`config.mk`:
```
export PLATFORM = sky130hd
export DESIGN_NAME = code_whitespace_collapser
export DESIGN_NICKNAME = d
export VERILOG_FILES = /design/src/hw/rtl/cwc_pkg.sv /design/src/hw/rtl/code_whitespace_collapser.sv /design/src/hw/rtl/cwc_step.sv /design/src/hw/rtl/cwc_rbuf.sv
export SDC_FILE = /design/constraint.sdc
export NUM_CORES = 1
export LEC_CHECK = 0
export ABC_CLOCK_PERIOD_IN_PS = 3100
export BUFFER_PORTS_ARGS = -buffer_cell sky130_fd_sc_hd__clkbuf_2
export CAP_MARGIN = 20
export CORE_MARGIN = 2
export CORE_UTILIZATION = 55
export CTS_BUF_LIST = sky130_fd_sc_hd__clkbuf_4 sky130_fd_sc_hd__clkbuf_8
export CTS_CLUSTER_DIAMETER = 30
export DETAILED_ROUTE_END_ITERATION = 12
export PLACE_DENSITY = 0.73
export SLEW_MARGIN = 10
export SYNTH_ARGS = -nofsm -noshare
export SYNTH_HDL_FRONTEND = slang
export SYNTH_SLANG_ARGS = --single-unit
```
`constraint.sdc`:
```
create_clock -name clk -period 3.1 [get_ports clk]
set_clock_uncertainty 0.2 [all_clocks]
set_input_delay 0.93 -clock clk [delete_from_list [all_inputs] [get_ports clk]]
set_output_delay 0.93 -clock clk [all_outputs]
set_load 0.02 [all_outputs]
```
`src/hw/rtl/cwc_pkg.sv`:
```
// Package: types, constants and character-class helpers for the whitespace collapser.
`timescale 1ns / 1ps

package cwc_pkg;

  // Code unit width and the stream byte width that holds it
  localparam int CHAR_W      = 16;
  localparam int TDATA_W     = ((CHAR_W + 7) / 8) * 8;
  localparam int RBUF_DEPTH  = 4;
  localparam int RBUF_AW     = $clog2(RBUF_DEPTH);
  localparam int RBUF_CW     = $clog2(RBUF_DEPTH + 1);

  // Special code units
  localparam logic [CHAR_W-1:0] CH_BSLASH = CHAR_W'(8'h5C);
  localparam logic [CHAR_W-1:0] CH_DQUOTE = CHAR_W'(8'h22);
  localparam logic [CHAR_W-1:0] CH_SQUOTE = CHAR_W'(8'h27);
  localparam logic [CHAR_W-1:0] CH_SPACE  = CHAR_W'(8'h20);

  // Literal tracking mode
  typedef enum logic [1:0] {
    LIT_NONE   = 2'd0,
    LIT_DOUBLE = 2'd1,
    LIT_SINGLE = 2'd2,
    LIT_TENT   = 2'd3
  } lit_mode_t;

  // Scanner state carried from one code unit to the next
  typedef struct packed {
    lit_mode_t mode;
    logic      esc;
    logic      sp;
    logic      started;
    logic      prev_alnum;
    logic      in_run;
    logic      run_digit;
  } cwc_state_t;

  localparam cwc_state_t STATE_RST = '{mode: LIT_NONE, default: 1'b0};

  // One result item
  typedef struct packed {
    logic [CHAR_W-1:0] ch;
    logic              has_char;
    logic              run_last;
    logic              text_end;
  } cwc_res_t;

  function automatic logic is_digit(input logic [CHAR_W-1:0] c);
    return (c >= CHAR_W'(8'h30)) && (c <= CHAR_W'(8'h39));
  endfunction

  function automatic logic is_alnum(input logic [CHAR_W-1:0] c);
    return is_digit(c) ||
           ((c >= CHAR_W'(8'h41)) && (c <= CHAR_W'(8'h5A))) ||
           ((c >= CHAR_W'(8'h61)) && (c <= CHAR_W'(8'h7A)));
  endfunction

  function automatic logic is_space(input logic [CHAR_W-1:0] c);
    return (c == CH_SPACE) || ((c >= CHAR_W'(8'h09)) && (c <= CHAR_W'(8'h0D)));
  endfunction

endpackage

```
`src/hw/rtl/code_whitespace_collapser.sv`:
```
// Top level: source text whitespace collapser with literal and digit-separator tracking.
//
//   Channel | Direction | tdata            | tuser                    | tlast
//   in_     | slave     | [15:0] char_in   | -                        | text_last
//   out_    | master    | [15:0] char_out  | [0] has_char [1] run_last| text_end
//
// One unit per cycle while the queue has room: it sits in the input register, the
// decision logic writes its 0, 1 or 2 results into a four-entry result queue.
// Output rate is one result per cycle while out_tready is high, so items giving two
// results slow input. in_tready depends on registered state only, never on out_tready.
// rst_n (synchronous) clears scanner state, the input stage and the queue.
`timescale 1ns / 1ps

module code_whitespace_collapser (
  input  logic                        clk,
  input  logic                        rst_n,
  input  logic                        in_tvalid,
  output logic                        in_tready,
  input  logic [cwc_pkg::TDATA_W-1:0] in_tdata,   // [15:0] char_in
  input  logic                        in_tlast,
  output logic                        out_tvalid,
  input  logic                        out_tready,
  output logic [cwc_pkg::TDATA_W-1:0] out_tdata,  // [15:0] char_out
  output logic [1:0]                  out_tuser,  // [0] has_char, [1] run_last
  output logic                        out_tlast
);

  logic                       in_vld_r;
  logic [cwc_pkg::CHAR_W-1:0] in_char_r;
  logic                       in_last_r;
  cwc_pkg::cwc_state_t        st_r, st_nxt;
  cwc_pkg::cwc_res_t          res0, res1, q;
  logic [1:0]                 nres;
  logic                       room2;
  logic                       advance;

  assign advance   = in_vld_r && room2;
  assign in_tready = !in_vld_r || advance;

  // Input register
  always_ff @(posedge clk) begin
    if (!rst_n) begin
      in_vld_r <= 1'b0;
    end else if (in_tready) begin
      in_vld_r <= in_tvalid;
    end
  end

  always_ff @(posedge clk) begin
    if (in_tready && in_tvalid) begin
      in_char_r <= in_tdata[cwc_pkg::CHAR_W-1:0];
      in_last_r <= in_tlast;
    end
  end

  // Decision logic
  cwc_step u_step (
    .st_i   (st_r),
    .char_i (in_char_r),
    .last_i (in_last_r),
    .st_o   (st_nxt),
    .res0_o (res0),
    .res1_o (res1),
    .nres_o (nres)
  );

  // Scanner state
  always_ff @(posedge clk) begin
    if (!rst_n) begin
      st_r <= cwc_pkg::STATE_RST;
    end else if (advance) begin
      st_r <= st_nxt;
    end
  end

  // Result queue
  cwc_rbuf u_rbuf (
    .clk      (clk),
    .rst_n    (rst_n),
    .push_n_i (advance ? nres : 2'd0),
    .d0_i     (res0),
    .d1_i     (res1),
    .room2_o  (room2),
    .vld_o    (out_tvalid),
    .pop_i    (out_tready),
    .q_o      (q)
  );

  assign out_tdata = cwc_pkg::TDATA_W'(q.ch);
  assign out_tuser = {q.run_last, q.has_char};
  assign out_tlast = q.text_end;

`ifndef SYNTHESIS
  // A bare end marker is always the text end
  a_bare_is_end: assert property (@(posedge clk) disable iff (!rst_n)
    (out_tvalid && !out_tuser[0]) |-> out_tlast)
    else $error("bare end marker without text end");

  // Text end is always the last result of its unit
  a_end_is_run_last: assert property (@(posedge clk) disable iff (!rst_n)
    (out_tvalid && out_tlast) |-> out_tuser[1])
    else $error("text end without run last");

  // State returns to reset after the final unit of a text
  a_reset_after_end: assert property (@(posedge clk) disable iff (!rst_n)
    (advance && in_last_r) |=> (st_r == cwc_pkg::STATE_RST))
    else $error("scanner state not cleared after text end");
`endif

endmodule

```
`src/hw/rtl/cwc_step.sv`:
```
// Module: per-unit decision logic, next scanner state and up to two results.
`timescale 1ns / 1ps

module cwc_step (
  input  cwc_pkg::cwc_state_t        st_i,
  input  logic [cwc_pkg::CHAR_W-1:0] char_i,
  input  logic                       last_i,
  output cwc_pkg::cwc_state_t        st_o,
  output cwc_pkg::cwc_res_t          res0_o,
  output cwc_pkg::cwc_res_t          res1_o,
  output logic [1:0]                 nres_o
);

  always_comb begin
    cwc_pkg::cwc_state_t nst;
    cwc_pkg::lit_mode_t  mode;
    logic                alnum;
    logic                emit_sp;
    logic                emit_ch;

    nst     = st_i;
    alnum   = cwc_pkg::is_alnum(char_i);
    emit_sp = 1'b0;
    emit_ch = 1'b0;

    // Settle a tentative quote on this unit
    mode = st_i.mode;
    if (mode == cwc_pkg::LIT_TENT) begin
      mode = alnum ? cwc_pkg::LIT_NONE : cwc_pkg::LIT_SINGLE;
    end
    nst.mode = mode;

    // Literal copy, whitespace collapse or plain unit
    if ((mode == cwc_pkg::LIT_DOUBLE) || (mode == cwc_pkg::LIT_SINGLE)) begin
      emit_ch = 1'b1;
      if (st_i.esc) begin
        nst.esc = 1'b0;
      end else if (char_i == cwc_pkg::CH_BSLASH) begin
        nst.esc = !last_i;
      end else if (char_i == ((mode == cwc_pkg::LIT_DOUBLE) ? cwc_pkg::CH_DQUOTE
                                                             : cwc_pkg::CH_SQUOTE)) begin
        nst.mode = cwc_pkg::LIT_NONE;
      end
    end else if (cwc_pkg::is_space(char_i)) begin
      nst.sp = 1'b1;
    end else begin
      emit_sp = st_i.sp && st_i.started;
      emit_ch = 1'b1;
      nst.sp  = 1'b0;
      if (char_i == cwc_pkg::CH_DQUOTE) begin
        nst.mode = cwc_pkg::LIT_DOUBLE;
      end else if (char_i == cwc_pkg::CH_SQUOTE) begin
        nst.mode = (st_i.prev_alnum && st_i.run_digit && !last_i) ? cwc_pkg::LIT_TENT
                                                                   : cwc_pkg::LIT_SINGLE;
      end
    end
    if (emit_ch) begin
      nst.started = 1'b1;
    end

    // Run tracking follows every unit
    if (alnum || (char_i == cwc_pkg::CH_SQUOTE)) begin
      if (!st_i.in_run) begin
        nst.run_digit = cwc_pkg::is_digit(char_i);
      end
      nst.in_run = 1'b1;
    end else begin
      nst.in_run    = 1'b0;
      nst.run_digit = 1'b0;
    end
    nst.prev_alnum = alnum;

    // Assemble results; the last one carries the markers
    res0_o = '0;
    res1_o = '0;
    if (emit_sp) begin
      res0_o.ch       = cwc_pkg::CH_SPACE;
      res0_o.has_char = 1'b1;
      res1_o.ch       = char_i;
      res1_o.has_char = 1'b1;
      res1_o.run_last = 1'b1;
      res1_o.text_end = last_i;
      nres_o          = 2'd2;
    end else if (emit_ch) begin
      res0_o.ch       = char_i;
      res0_o.has_char = 1'b1;
      res0_o.run_last = 1'b1;
      res0_o.text_end = last_i;
      nres_o          = 2'd1;
    end else if (last_i) begin
      res0_o.run_last = 1'b1;
      res0_o.text_end = 1'b1;
      nres_o          = 2'd1;
    end else begin
      nres_o = 2'd0;
    end

    // A finished text starts the next one from reset
    st_o = last_i ? cwc_pkg::STATE_RST : nst;
  end

endmodule

```
`src/hw/rtl/cwc_rbuf.sv`:
```
// Module: small result queue that takes up to two results per cycle and gives one.
`timescale 1ns / 1ps

module cwc_rbuf (
  input  logic              clk,
  input  logic              rst_n,
  input  logic [1:0]        push_n_i,
  input  cwc_pkg::cwc_res_t d0_i,
  input  cwc_pkg::cwc_res_t d1_i,
  output logic              room2_o,
  output logic              vld_o,
  input  logic              pop_i,
  output cwc_pkg::cwc_res_t q_o
);

  cwc_pkg::cwc_res_t                   mem [cwc_pkg::RBUF_DEPTH];
  logic [cwc_pkg::RBUF_AW-1:0]         wr_ptr_r, wr_ptr_nxt;
  logic [cwc_pkg::RBUF_AW-1:0]         rd_ptr_r, rd_ptr_nxt;
  logic [cwc_pkg::RBUF_CW-1:0]         count_r, count_nxt;
  logic                                pop;

  assign pop     = pop_i && (count_r != '0);
  assign vld_o   = (count_r != '0);
  assign q_o     = mem[rd_ptr_r];
  assign room2_o = (count_r <= cwc_pkg::RBUF_CW'(cwc_pkg::RBUF_DEPTH - 2));

  // Pointer and fill bookkeeping
  always_comb begin
    wr_ptr_nxt = wr_ptr_r + cwc_pkg::RBUF_AW'(push_n_i);
    rd_ptr_nxt = rd_ptr_r + cwc_pkg::RBUF_AW'(pop);
    count_nxt  = count_r + cwc_pkg::RBUF_CW'(push_n_i) - cwc_pkg::RBUF_CW'(pop);
  end

  always_ff @(posedge clk) begin
    if (!rst_n) begin
      wr_ptr_r <= '0;
      rd_ptr_r <= '0;
      count_r  <= '0;
    end else begin
      wr_ptr_r <= wr_ptr_nxt;
      rd_ptr_r <= rd_ptr_nxt;
      count_r  <= count_nxt;
    end
  end

  // Storage writes: first result at the tail, second one after it
  always_ff @(posedge clk) begin
    if (push_n_i != 2'd0) begin
      mem[wr_ptr_r] <= d0_i;
    end
    if (push_n_i == 2'd2) begin
      mem[wr_ptr_r + cwc_pkg::RBUF_AW'(1)] <= d1_i;
    end
  end

endmodule

```
; After elaboration in Yosys (flattened, before gate mapping)
; Memory sizes are Yosys's and may differ from the RTL's. A register that Yosys moved wholly into a read port is not among the register bits.
; Index checks and enable logic that the tools add are counted.
[totals]
reg_bits = 33
mem_bits_rw = 76
input_bits = 21
wordCells = 104
memories = 1
[classes]
n_addsub = 5
n_eq_ne = 11
reduce_logical = 26
n_mux = 39
order_cmp = 9
[memory_table]
columns = memory, depth, width, read_ports, rd_ports_with_merged_regs, write_ports, line
row1 = u_rbuf.mem, 4, 19, 1, 1, 2, cwc_rbuf.sv:16  ; cwc_pkg::cwc_res_t mem [cwc_pkg::RBUF_DEPTH];
[ops]
columns = op, count
row1 = "== test 16 x 6 -> 1 bit, second input constant", 3
row2 = 2-to-1 mux 17 bit, 2
row3 = ">= comparator 16 x 7 -> 1 bit, second input constant", 2
row4 = "<= comparator 16 x 7 -> 1 bit, second input constant", 2
row5 = 2-to-1 mux 2 bit, 16
row6 = 2-to-1 mux 19 bit, 1
row7 = 2-to-1 mux 1 bit, 18
row8 = == test 16 bit, 1
row9 = "== test 16 x 7 -> 1 bit, second input constant", 1
row10 = ">= comparator 16 x 4 -> 1 bit, second input constant", 1
row11 = ">= comparator 16 x 6 -> 1 bit, second input constant", 1
row12 = "<= comparator 16 x 4 -> 1 bit, second input constant", 1
row13 = "<= comparator 16 x 6 -> 1 bit, second input constant", 1
row14 = logical AND 1 bit, 10
row15 = 2-to-1 mux 8 bit, 1
row16 = AND reduction 2 bit, 4
row17 = "== test 2 bit, second input constant", 3
row18 = logical OR 1 bit, 6
row19 = nonzero test 2 bit, 3
row20 = adder 3 x 2 -> 3 bit, 1
row21 = "<= comparator 3 x 2 -> 1 bit, second input constant", 1
row22 = 2-to-1 mux 3 bit, 1
row23 = "inequality test 3 bit, second input constant", 1
row24 = nonzero test 3 bit, 1
row25 = 7 further kinds, 8

; Logic depth before layout (Yosys ltp)
[logic_depth]
depth_word = 15
mapped_depth = 14

; Modules after synthesis
; A second synthesis with hierarchy kept.
[hier_totals]
cells_unflattened = 405
area_unflattened_um2 = 5838.1
[modules_own_cells]
columns = mod, area_each_um2, cells_per_inst, n_inst
row1 = cwc_rbuf, 4195.3, 229, 1
row2 = code_whitespace_collapser, 904.6, 62, 1
row3 = cwc_step, 738.2, 114, 1

; Worst setup path before layout
; No wires, ideal clock.
[synth_path]
path_type = reg-to-reg
from = reg in_char_r[3] (netlist bit)
to = reg u_rbuf.count_r[2] (netlist bit)
t_required_ps = 2782
path_slack_ps = -313
arrival_time_ps = 3094
synth_period_minus_slack_ps = 3413
setup_ps = 118
stages_incl_launch_ff = 14
path_cell_list = edfxtp_1 > buf_2 > nor4b_1 > o21bai_1 > a21oi_1 > a21oi_2 > or3_1 > ha_1 > inv_1 > ha_1 > fa_1 > xor2_1 > xnor2_1 > nor2_1
[synth_between]
elab_chain_cells = 14
[synth_lines]
columns = element, line
row1 = start: declaration, code_whitespace_collapser.sv:29  ; logic [cwc_pkg::CHAR_W-1:0] in_char_r;
row2 = start signal: assignment, code_whitespace_collapser.sv:51  ; in_char_r <= in_tdata[cwc_pkg::CHAR_W-1:0];
row3 = ">= comparator 16 x 6 -> 1 bit, or another cell as far along", cwc_pkg.sv:49  ; return (c >= CHAR_W'(8'h30)) && (c <= CHAR_W'(8'h39));
row4 = logical AND 1 bit (on tied branches), "cwc_pkg.sv:49, cwc_pkg.sv:54"
row5 = logical OR 1 bit, cwc_pkg.sv:53  ; return is_digit(c) ||
row6 = logical OR 1 bit, cwc_pkg.sv:54  ; ((c >= CHAR_W'(8'h41)) && (c <= CHAR_W'(8'h5A))) ||
row7 = 2-to-1 mux 2 bit, cwc_step.sv:29  ; mode = alnum ? cwc_pkg::LIT_NONE : cwc_pkg::LIT_SINGLE;
row8 = 2-to-1 mux 2 bit, cwc_step.sv:28  ; if (mode == cwc_pkg::LIT_TENT) begin
row9 = == test 2 x 1 -> 1 bit or == test 2 bit (tied branches), cwc_step.sv:34  ; if ((mode == cwc_pkg::LIT_DOUBLE) || (mode == cwc_pkg::LIT_SINGLE)) begin
row10 = logical OR 1 bit, cwc_step.sv:34
row11 = 2-to-1 mux 1 bit, cwc_step.sv:34
row12 = 2-to-1 mux 1 bit, cwc_step.sv:84  ; end else if (emit_ch) begin
row13 = 2-to-1 mux 2 bit *, cwc_step.sv:76  ; if (emit_sp) begin
row14 = 2-to-1 mux 2 bit *, code_whitespace_collapser.sv:80  ; .push_n_i (advance ? nres : 2'd0),
row15 = adder 3 x 2 -> 3 bit *, cwc_rbuf.sv:31  ; count_nxt = count_r + cwc_pkg::RBUF_CW'(push_n_i) - cwc_pkg::RBUF_CW'(pop);
row16 = subtractor 3 x 1 -> 3 bit *, cwc_rbuf.sv:31
row17 = end signal: assignment, cwc_rbuf.sv:42  ; count_r <= count_nxt;
row18 = end: declaration, cwc_rbuf.sv:19  ; logic [cwc_pkg::RBUF_CW-1:0] count_r, count_nxt;
; Mark *: on every way between the ends. The rest lies on a longest branch, timed or not.
; A chain may end at the register's enable or synchronous reset.

; Worst setup path in the final report
[layout_path]
from = reg in_char_r[2] (netlist bit)
to = reg u_rbuf.count_r[2] (netlist bit)
; Same word-level chain as after synthesis.

==> run metrics <==
port bufs 41; DR WL/cell 18.6 um; DRC errors left 0; failing checks negative setup slack; register area share after synthesis 59.3%; nets between 400 and 500; Die Wd 102 um; Synth top cells by count 93 x edfxtp_1, 60 x a21boi_1, 19 x mux4_2; Slew HR 52.6%; FMAX 0.307 GHz; Layout area overhead 16.8%; Pwr per Cell Area about 570 nW/um^2; critical path class reg -> reg; final instance area 6130 um^2; prevailing post-synth register cell edfxtp_1; Hold Fails Final Rpt 0; reg2reg start in_char_r[2]$_DFFE_PP_; fin. max-slew vios 0; GRT Util Overall 22.1%; CTS Sinks ~110; Worst setup endpoint u_rbuf.count_r[2]$_SDFF_PN0_; status finished, violations left; Reg2Reg Setup Slack -0.16 ns; height of the die 102 um; Arr. time, crit path 3.34 ns; Area after DPL 5830 um^2; Post-DP HPWL 6.96 mm; final antenna-violating net count 0; RSZ-0062 raised after global routing true; Initial DRC Count 230; CP endpoint kind register; layout cells sized above 1 34.1%; Ys Warns 0; Leak Pwr 2.17 nW; Synth cell types 63; Row Count 35; Worst R2R End u_rbuf.count_r[2]$_SDFF_PN0_; Setup TNS -0.232 ns; Num CTS Buffers 9; R2R depth 12; Top Metal Used met4; GPL Wtd Cong ~0.82; Critical Path Max Stage Delay approximately 0.57 ns; count leader, synth edfxtp_1; met3 wire len 578 um; clock slew at reported path FFs 0.11 ns; Mapped Area 5250 um^2; routed wire length between 10 and 15 mm; hold buffers post-CTS 0; first-pass GRT wire length 17.0 mm; htree depth 3; CTS max path bufs 2; ANT cells 0; top area cells in the synthesized netlist edfxtp_1 53%, a21boi_1 8.6%, mux4_2 8.2%; Synth area leader edfxtp_1; final core occ 66.3%; metal2 WL roughly 5.2 mm; asr flop ratio synth 0%; Setup violations, final 2; dpl cells roughly 550; Max VDD drop 0.000285 V; initial core utilization 56.8%; die area 10,300 um^2; clock root buffer clkbuf_8; CP Cell Sequence or4_4 -> a21oi_4 -> or3_4 -> a211oi_4 -> or3_1 -> ha_1 -> inv_1 -> ha_2 -> fa_2 -> xor2_2 -> xnor2_1 -> nor2_1; Post-Syn Nets a little under 400; number of enable flip-flop cells after synthesis between 90 and 100; number of iterations in the first detailed-routing pass 5; largest net degree at the start of global routing around 60; post-layout min period 3.26 ns; Synth top area share 53.2%; post-synthesis sequential element count ~110; actual slew at the worst max-slew pin 0.712 ns; min-delay worst type reg -> reg; critical path depth 12; CP Launch Point in_char_r[2]$_DFFE_PP_; setup ws final -0.161 ns; remaining global-route overflow 0; M1 WL 4.66 mm; Ports 42; antenna violations before repair 0; CTS tree yes; total core area between 9000 and 10,000 um^2; Max FO, Critical Path 3; MaxCap Viol Count 0; Crit path required time between 3 and 4 ns; Post-Layout Cell Count 572; Cells after Synth 368; startpoint types register; CP max stage cell or4_4; Tcrit/Tclk final 105%; Skew-Pair Late Insertion Delay between 0.3 and 0.4 ns; hold_ws 0.274 ns; FILL cells 682; vias per cell 5.87; Buf/Inv on CP 1; vias in the first global route around 3.3k; cell family with most CP delay simple AND/OR/NAND/NOR gates; DR vias 3,356; syn_area_per_cell between 10 and 15 um^2
[through the flow]
| stage | power (mW) | setup slack [ns] |
|---|---|---|
| 2_1_floorplan | 2.43 | -0.197 |
| 3_3_place_gp | 2.72 | -0.179 |
| 3_5_place_dp | 2.74 | -0.288 |
| 4_1_cts | 3.53 | -0.172 |
| 5_1_grt | 3.69 | -0.291 |
| 6_report | 3.52 | -0.161 |
[worst register-to-register path: stages, from the launching register on]
cell      delay (ns)
edfxtp_1        0.40
or4_4           0.57
a21oi_4         0.15
or3_4           0.19
a211oi_4        0.07
or3_1           0.38
ha_1            0.29
inv_1           0.04
ha_2            0.16
fa_2            0.35
xor2_2          0.15
xnor2_1         0.15
nor2_1          0.06
[state kept, by name (all words and copies together), names as in the netlist]
register	cells
u_rbuf.rd_ptr_r	2
u_rbuf.count_r	3
in_char_r	16
u_rbuf.mem	76
st_r	8
in_vld_r	1
u_rbuf.wr_ptr_r	2
in_last_r	1
[layout by cell type, fill, tap and decap left out, types with 3 or more instances in the layout]
master	Yosys	layout
mux4_2	19	19
nand2_1	15	15
o21a_1	4	4
a21oi_1	7	5
nor3_1	6	5
buf_6	9	3
and2_1	7	7
clkbuf_8	0	9
nor2b_1	6	6
inv_1	9	8
clkbuf_2	0	41
buf_12	0	4
a21o_1	5	5
dfxtp_1	16	16
ha_1	5	4
nand3_1	3	3
a21boi_1	60	61
buf_4	0	41
o21ai_0	4	4
a211oi_2	4	3
edfxtp_1	93	93
or3_1	5	4
mux2i_1	3	3
o2bb2ai_2	0	4
nor2_1	13	13
[power by group]
group / leakage [nW] / total [mW] / switching, mW / internal, mW
sequential: 0.983 / 1.76 / 0.0543 / 1.71
clock: 0.0890 / 0.813 / 0.510 / 0.303
combinational: 1.10 / 0.950 / 0.500 / 0.450
[logic make-up after synthesis]
family          synth area share, %
compound gates                 17.0
xor+xnor                      0.668
fa+ha+maj                      1.57
buf+inv                        4.17
flops                          59.3
mux                            8.72
simple gates                   8.58
[how the worst min path moves through the flow]
stage | from | end | depth (start not counted)
2_1_floorplan | st_r[0]$_SDFFE_PN0P_ | st_r[0]$_SDFFE_PN0P_ | 2
3_3_place_gp | st_r[1]$_SDFFE_PN0P_ | st_r[1]$_SDFFE_PN0P_ | 2
3_5_place_dp | st_r[0]$_SDFFE_PN0P_ | st_r[0]$_SDFFE_PN0P_ | 2
4_1_cts | st_r[0]$_SDFFE_PN0P_ | st_r[0]$_SDFFE_PN0P_ | 2
5_1_grt | st_r[1]$_SDFFE_PN0P_ | st_r[1]$_SDFFE_PN0P_ | 2
6_report | st_r[0]$_SDFFE_PN0P_ | st_r[0]$_SDFFE_PN0P_ | 2
[final cells by class]
type / instances / area (um^2) / area share (%)
Clock inverter: 6 / 58.8 / 0.959
Tap cell: 129 / 161 / 2.63
Timing Repair Buffer: 90 / 642 / 10.5
Clock buffer: 9 / 124 / 2.02
Inverter: 9 / 33.8 / 0.551
Sequential cell: 109 / 3110 / 50.8
Multi-Input combinational cell: 220 / 2000 / 32.6
[repair_timing]
item	CTS	global route
setup buffers	2	6
gates resized for setup	6	8
pin swaps	12	8
setup endpoints to repair	2	3
[routing by layer]
metal,vias to the layer above,GRT usage (%)
li1,1569,-
met1,1650,30.6
met2,121,35.4
met3,16,2.76
met4,0,9.56
met5,-,0
(Power assumes the default switching activity.)
